[src/hw/rtl/bgsc_pkg.sv]
// ============================================================================
// bgsc_pkg: shared types and constants for the binary GCD block
// Holds the iteration counter and common-shift types and their limits.
// ============================================================================
package bgsc_pkg;

    localparam int COUNT_W = 7;
    localparam int SHIFT_W = 6;

    typedef logic [COUNT_W-1:0] count_t;
    typedef logic [SHIFT_W-1:0] shift_t;

    localparam count_t COUNT_MAX = {COUNT_W{1'b1}};
    localparam shift_t SHIFT_MAX = {SHIFT_W{1'b1}};

endpackage

[src/hw/rtl/binary_gcd_with_step_count.sv]
// ============================================================================
// binary_gcd_with_step_count: iterative binary GCD with iteration count
// Computes gcd(operand_a, operand_b) by repeated halving and subtraction
// and reports how many loop iterations were taken.
// ============================================================================
// Usage:
//   Input channel (in_valid / in_stall / operand_a / operand_b): a transfer
//   occurs on a rising edge with in_valid high and in_stall low. in_stall is
//   high while an item is being worked on, so one item is processed at a time.
//   Output channel (out_valid / out_stall / gcd_value / step_count): one
//   result per input item, held in an output register until the receiver
//   takes it with out_stall low.
//   Operation: the operands load at the transfer, then the single shared
//   halve / compare / subtract unit runs the loop, one iteration a cycle,
//   counting iterations in step_count; once a working value is zero the
//   result is registered and out_valid rises. A zero operand gives
//   gcd_value 0 and step_count 0.
//   The next input is accepted as soon as the result is registered, even if
//   the output still waits. If the receiver stalls while a finished result is
//   pending, the sequencer holds its final values until the register frees.
//   Reset (rst_n low, asynchronous) returns the sequencer to idle and drops
//   any pending result.
// ============================================================================
module binary_gcd_with_step_count #(
    parameter int OPERAND_WIDTH = 32
) (
    input  logic                     clk,
    input  logic                     rst_n,
    // input channel
    input  logic                     in_valid,
    output logic                     in_stall,
    input  logic [OPERAND_WIDTH-1:0] operand_a,
    input  logic [OPERAND_WIDTH-1:0] operand_b,
    // output channel
    output logic                     out_valid,
    input  logic                     out_stall,
    output logic [OPERAND_WIDTH-1:0] gcd_value,
    output bgsc_pkg::count_t         step_count
);

    localparam logic ST_IDLE = 1'b0;
    localparam logic ST_RUN  = 1'b1;

    // Sequencer and working registers
    logic                     state_reg, state_next;
    logic [OPERAND_WIDTH-1:0] small_reg, small_next;
    logic [OPERAND_WIDTH-1:0] large_reg, large_next;
    bgsc_pkg::shift_t         shift_reg, shift_next;
    bgsc_pkg::count_t         count_reg, count_next;

    // Output register
    logic                     out_valid_reg, out_valid_next;
    logic [OPERAND_WIDTH-1:0] gcd_reg, gcd_next;
    bgsc_pkg::count_t         cnt_out_reg, cnt_out_next;

    // Shared iteration unit
    logic                     small_even;
    logic                     large_even;
    logic [OPERAND_WIDTH-1:0] small_half;
    logic [OPERAND_WIDTH-1:0] large_half;
    logic                     swap;
    logic [OPERAND_WIDTH-1:0] iter_lo;
    logic [OPERAND_WIDTH-1:0] iter_hi;
    bgsc_pkg::shift_t         shift_inc;
    bgsc_pkg::count_t         count_inc;

    logic                     in_xfer;
    logic                     loop_done;
    logic                     out_free;
    logic [OPERAND_WIDTH:0]   value_sum;

    assign in_stall   = (state_reg != ST_IDLE);
    assign in_xfer    = in_valid && !in_stall;
    assign loop_done  = (small_reg == '0) || (large_reg == '0);
    assign out_free   = !out_valid_reg || !out_stall;
    assign value_sum  = {1'b0, small_reg} + {1'b0, large_reg};

    assign out_valid  = out_valid_reg;
    assign gcd_value  = gcd_reg;
    assign step_count = cnt_out_reg;

    // One loop iteration: halve the even value(s), order, subtract.
    always_comb
    begin
        small_even = !small_reg[0];
        large_even = !large_reg[0];
        small_half = small_reg;
        large_half = large_reg;
        shift_inc  = shift_reg;
        if (small_even)
        begin
            small_half = small_reg >> 1;
            if (large_even)
            begin
                large_half = large_reg >> 1;
                if (shift_reg != bgsc_pkg::SHIFT_MAX)
                begin
                    shift_inc = bgsc_pkg::shift_t'(shift_reg + 1'b1);
                end
            end
        end
        else if (large_even)
        begin
            large_half = large_reg >> 1;
        end

        swap    = (large_half < small_half);
        iter_lo = swap ? large_half : small_half;
        iter_hi = swap ? small_half : large_half;

        if (count_reg != bgsc_pkg::COUNT_MAX)
        begin
            count_inc = bgsc_pkg::count_t'(count_reg + 1'b1);
        end
        else
        begin
            count_inc = count_reg;
        end
    end

    // Sequencer
    always_comb
    begin
        state_next     = state_reg;
        small_next     = small_reg;
        large_next     = large_reg;
        shift_next     = shift_reg;
        count_next     = count_reg;
        out_valid_next = out_valid_reg;
        gcd_next       = gcd_reg;
        cnt_out_next   = cnt_out_reg;

        // Drop the pending result once the receiver takes it.
        if (out_valid_reg && !out_stall)
        begin
            out_valid_next = 1'b0;
        end

        case (state_reg)
            ST_IDLE:
            begin
                if (in_xfer)
                begin
                    // Load the smaller operand as small, the larger as large.
                    if (operand_a < operand_b)
                    begin
                        small_next = operand_a;
                        large_next = operand_b;
                    end
                    else
                    begin
                        small_next = operand_b;
                        large_next = operand_a;
                    end
                    shift_next = '0;
                    count_next = '0;
                    state_next = ST_RUN;
                end
            end
            ST_RUN:
            begin
                if (!loop_done)
                begin
                    // Advance one iteration.
                    small_next = iter_lo;
                    large_next = iter_hi - iter_lo;
                    shift_next = shift_inc;
                    count_next = count_inc;
                end
                else if (out_free)
                begin
                    // Restore the common power of two and register the result.
                    gcd_next       = small_reg << shift_reg;
                    cnt_out_next   = count_reg;
                    out_valid_next = 1'b1;
                    state_next     = ST_IDLE;
                end
                // otherwise hold the finished values until the output frees
            end
            default:
            begin
                state_next = ST_IDLE;
            end
        endcase
    end

    // Control state
    always_ff @(posedge clk or negedge rst_n)
    begin
        if (!rst_n)
        begin
            state_reg     <= ST_IDLE;
            out_valid_reg <= 1'b0;
        end
        else
        begin
            state_reg     <= state_next;
            out_valid_reg <= out_valid_next;
        end
    end

    // Payload and working values
    always_ff @(posedge clk)
    begin
        small_reg   <= small_next;
        large_reg   <= large_next;
        shift_reg   <= shift_next;
        count_reg   <= count_next;
        gcd_reg     <= gcd_next;
        cnt_out_reg <= cnt_out_next;
    end

    // ------------------------------------------------------------------------
    // Assertions
    // ------------------------------------------------------------------------

    // A transfer on the input always starts the loop.
    a_xfer_starts_run: assert property (@(posedge clk) disable iff (!rst_n)
        in_xfer |=> (state_reg == ST_RUN))
        else $error("accepted item did not start the loop");

    // Every iteration strictly reduces small + large, so the loop terminates.
    a_sum_drops: assert property (@(posedge clk) disable iff (!rst_n)
        (state_reg == ST_RUN) && !loop_done |=> (value_sum < $past(value_sum)))
        else $error("iteration did not reduce the working values");

    // The iteration count never goes backwards within an item.
    a_count_monotonic: assert property (@(posedge clk) disable iff (!rst_n)
        (state_reg == ST_RUN) && !loop_done |=> (count_reg >= $past(count_reg)))
        else $error("iteration count went backwards");

    // Zero iterations means a zero operand, hence a zero result, and vice versa.
    a_zero_count_zero_gcd: assert property (@(posedge clk) disable iff (!rst_n)
        out_valid_reg && (cnt_out_reg == '0) |-> (gcd_reg == '0))
        else $error("no iterations but nonzero result");

    a_nonzero_count_nonzero_gcd: assert property (@(posedge clk) disable iff (!rst_n)
        out_valid_reg && (cnt_out_reg != '0) |-> (gcd_reg != '0))
        else $error("iterations taken but zero result");

endmodule
[config.mk]
export PLATFORM = sky130hd
export DESIGN_NAME = binary_gcd_with_step_count
export DESIGN_NICKNAME = d
export VERILOG_FILES = /design/src/hw/rtl/bgsc_pkg.sv /design/src/hw/rtl/binary_gcd_with_step_count.sv
export SDC_FILE = /design/constraint.sdc
export NUM_CORES = 1
export LEC_CHECK = 0
export BUFFER_PORTS_ARGS = -buffer_cell sky130_fd_sc_hd__clkbuf_2
export CORE_MARGIN = 2
export CORE_UTILIZATION = 35
export CTS_CLUSTER_DIAMETER = 200
export DETAILED_ROUTE_END_ITERATION = 10
export PLACE_DENSITY_LB_ADDON = 0.1
export SLEW_MARGIN = 40
export SYNTH_ARGS = -nofsm -noshare
export SYNTH_HDL_FRONTEND = slang
export SYNTH_SLANG_ARGS = --single-unit
[constraint.sdc]
create_clock -name clk -period 13.3 [get_ports clk]
set_input_delay 1.995 -clock clk [delete_from_list [all_inputs] [get_ports clk]]
set_output_delay 1.995 -clock clk [all_outputs]
set_load 0.005 [all_outputs]
# After elaboration in Yosys (flattened, before gate mapping)
# Index checks and enable logic that the tools add are counted.
# word_totals
ff_bits,118
wordCells,66
# classes
addsub,3
n_lt_le_gt_ge,2
n_eq_ne,8
shifts,1
muxes,30
n_bitwise,1
n_reduce_logical,13
# op_table
operator,count
$mux 32,10
$pmux 32 s2,2
$logic_not 32->1,2
$lt 32x32->1,2
$shl 32x6->32,1
$sub 32x32->32,1
$mux 6,5
$mux 7,3
$pmux 7 s2,1
$pmux 6 s2,1
$ne 2x2->1 const B,4
$add 7x1->7 const B,1
$mux 1,7
$ne 7x7->1 const B,1
$add 6x1->6 const B,1
$ne 6x6->1 const B,1
$reduce_and 3->1,2
$reduce_and 5->1,1
$ne 2x1->1 const B,2
$logic_not 1->1,3
$logic_and 1x1->1,2
$logic_or 1x1->1,2
$pmux 1 s2,1
$reduce_and 2->1,1
$not 1->1,1

# Logic depth before layout (Yosys ltp)
# depth
word_depth,6
ltp_mapped,28
ltp_nobuf,18

# Least setup slack after synthesis
# Ideal clock, no wire load.
# synth_path
kind,in2reg
from,input port in_valid
to,"register shift_reg[0], enable pin"
setup_ns,0.378
t_arrival_ns,5.924
required_time_ns,12.922
setup_slack_ns,6.998
path_stages,3
cell_sequence,nor2_1 a21oi_1 a21boi_0
# synth_via
elab_chain_len,3
# synth_lines
item,line,source
from (decl),binary_gcd_with_step_count.sv:30,"input logic in_valid,"
$logic_and 1x1->1,binary_gcd_with_step_count.sv:73,assign in_xfer = in_valid && !in_stall;
$ne 2x2->1 (no line),-,
$reduce_and 5->1 (no line),-,
to (signal assigned),binary_gcd_with_step_count.sv:207,shift_reg <= shift_next;
to (decl),binary_gcd_with_step_count.sv:48,"bgsc_pkg::shift_t shift_reg, shift_next;"
# Every way passes these cells.
# A chain may end at the register's enable or synchronous reset.

# Worst setup path in the final report
# layout_path
from,register small_reg[0]
to,"register large_reg[26], data pin"
# layout_via
elab_chain_len,6
# layout_lines
item,line,source
from (decl),binary_gcd_with_step_count.sv:46,"logic [OPERAND_WIDTH-1:0] small_reg, small_next;"
from (signal assigned),binary_gcd_with_step_count.sv:205,small_reg <= small_next;
$mux 32 *,binary_gcd_with_step_count.sv:90,if (small_even)
$lt 32x32->1,binary_gcd_with_step_count.sv:107,swap = (large_half < small_half);
$mux 32 (on tied branches),"binary_gcd_with_step_count.sv:109, binary_gcd_with_step_count.sv:108",
$sub 32x32->32 *,binary_gcd_with_step_count.sv:166,large_next = iter_hi - iter_lo;
$mux 32 *,binary_gcd_with_step_count.sv:162,if (!loop_done)
$pmux 32 s2 *,binary_gcd_with_step_count.sv:139,case (state_reg)
via large_next[26],binary_gcd_with_step_count.sv:47,"logic [OPERAND_WIDTH-1:0] large_reg, large_next;"
to (signal assigned),binary_gcd_with_step_count.sv:206,large_reg <= large_next;
to (decl),binary_gcd_with_step_count.sv:47,
# The timed path passes the listed nets; every way through them passes the cells marked *. The select of a mux whose other input is x is not followed.

==> run summary <==
ranking of synthesized cells by area: edfxtp_1 30%, mux2i_1 9.0%, ha_1 7.2%, nand2_1 5.4%, a21oi_1 4.6%
Port Buffer Count: 108
Critical Path RT: 13.48 ns
synthesized flop and latch total: 118
Hold Vio Cnt, Final: 0
FMAX: 160 MHz
area leader, netlist: edfxtp_1
vias in the first global route: 9698
n_diodes: 0
Slew Viols, Final: 0
Via density: 5.61
CTS tree: yes
Post-CTS Setup Inserts: 0
Layout Cells excl Fill: 1833
WL final: 37.0 mm
die area: 34400 sq um
ANT nets after route: 0
initial antenna violation count: 2
Mapped Cells: 1322
status: completed
vias after detailed routing: 10.3k
layout cells sized above 1: 18.0%
die width: 185 um
Total Negative Setup Slacks: 0 ns
residual DRC count: 0
Reg2Reg Setup Slack: 7.07 ns
DR pass1 iterations: 6
gr ovfl total: 0
actual slew at the worst max-slew pin: 0.850 ns
Cells after DPL: 1800
Cell Chain, Critical Path: buf_4 > mux2i_1 > ha_1 > a21oi_1 > o21ai_1 > a221oi_2 > o211a_1 > nand2_8 > nor3_1 > a21oi_1 > ha_1 > o311ai_0 > nand3_1 > a211oi_1 > a21oi_1 > o22ai_1 > o2111a_1 > a211oi_1
Die H: 185 um
Multi-input gate area: 7440 sq um
CP Launch Type: flip-flop
Post-Place Worst Slack: 7.29 ns
cell at the slowest stage of the critical path: o311ai_0
final core utilization: 40.2%
Detail Placement HPWL: 28.4 mm
# rows: 66
GP Congestion: 0.878
grt met3 use: 3.34%
critical path class: reg2reg
most common cell in the netlist: nand2_1
Initial DRC Count: 890
grt met1 use: 30.0%
Final Skew: 0.0125 ns
cell area after synthesis: 11500 sq um
syn nets: 1456
IO Count: 109
clock root cell: clkbuf_16
GR peak layer: met2
min Tclk post-route: 6.23 ns
core area: 32500 sq um
Yosys top cell area share: 30.3%
Synth-to-Final Area Change: 13.3%
Crit path top cell by count: a21oi_1
met2 GRT Util: 35.9%
CTS resizes: 0
Avg Cell Area, Syn: 8.71 sq um
Post-synth EDFFs: 116
worst setup margin: 7.07 ns
final period utilization: 46.8%
Unique masters post-synth: 79
total CTS buffers: 17
Synth top cells by count: 165 x nand2_1, 129 x nor2_1, 116 x edfxtp_1, 105 x a21oi_1, 104 x mux2i_1
largest net degree at the start of global routing: 80
Worst-path clk slew: 0.07 ns
clock sink count: 118
Nets: 1512
H-tree depth reported by CTS: 4
Total GRT Usage: 21.9%
Reg area: 3540 sq um
# Max-Cap Violations: 0
CP Capture Type: flip-flop
first-pass GRT wire length: 57.2 mm
slowest stage delay, CP: 0.58 ns
Seq/Total Area, Yosys: 30.7%
Hold/Removal Path Class: reg2reg
RSZ-0062 raised after global routing: false
ys async rst share: 1.69%
CTS Hold Buffers Added: 0
Initial Util: 35.5%
cell family with most CP delay: compound AO/OA/AOI/OAI gates
Max clock buf depth: 2
max_slew headroom: 43.3%
predominant post-synthesis flop cell: edfxtp_1
CP arrival: 6.41 ns
FILL cells: 3301
Worst Path Max Fanout: 71
Worst-Skew Late Latency: 0.44 ns
Buf/Inv on CP: 1
final setup vio count: 0
synth warn: 0
wire per inst: 20.2 um
[metal layers]
metal / part of all wire, % / routed length [um] / vias to the layer above
met5: 0.070 / 26 / -
met4: 2.0 / 729 / 4
met2: 47 / 17400 / 256
met1: 46 / 17100 / 4968
met3: 4.6 / 1700 / 34
li1: - / - / 5029
[through the flow]
stage | hold slack (ns) | area [sq um]
2_1_floorplan | 0.455 | 11500
3_3_place_gp | 0.479 | 12400
3_5_place_dp | 0.472 | 12400
4_1_cts | 0.487 | 13000
5_1_grt | 0.512 | 13000
6_report | 0.489 | 13000
[final timing paths]
path / startpoint / to / cells past startpoint
worst max-delay path: small_reg[0] / large_reg[26] / 18
worst min-delay path: count_reg[1] / step_count[1] / 0
worst max register to register: small_reg[0] / large_reg[26] / 18
worst min register to register: count_reg[1] / step_count[1] / 0
max in group asynchronous: rst_n / in_stall / 1
min in group asynchronous: rst_n / in_stall / 1
[final cells by class]
type | instances | area share (%)
well taps | 442 | 4.24
clock inverters | 15 | 1.84
clock buffers | 17 | 3.26
repair buffers | 121 | 5.01
multi-input cells | 1066 | 57.0
inverters | 54 | 1.55
flip-flops and latches | 118 | 27.1
[layout by cell type (no fill, tap or decap), types with 32 or more instances in the layout]
| cell type | netlist | final |
|---|---|---|
| o21ai_0 | 81 | 81 |
| inv_1 | 52 | 51 |
| mux2_2 | 45 | 45 |
| nor2_1 | 129 | 128 |
| ha_1 | 66 | 66 |
| a21oi_1 | 105 | 103 |
| edfxtp_1 | 116 | 116 |
| clkbuf_2 | 0 | 108 |
| and2_1 | 32 | 32 |
| nand2_1 | 165 | 165 |
| mux2i_1 | 104 | 104 |
[kinds of logic after synthesis]
kind of cell             after synthesis  synth area share (%)
AND/OR/NAND/NOR                      456                  18.3
adder cells (fa/ha/maj)               66                  7.17
AO/OA/AOI/OAI                        342                  18.9
buffers and inverters                138                  5.11
multiplexers                         169                  17.3
XOR/XNOR                              33                  2.51
flip-flops                           118                  30.7
Power is left out: the tool's default activity adds up to more than one toggle a clock period on the data nets, which glitch-free logic cannot reach.
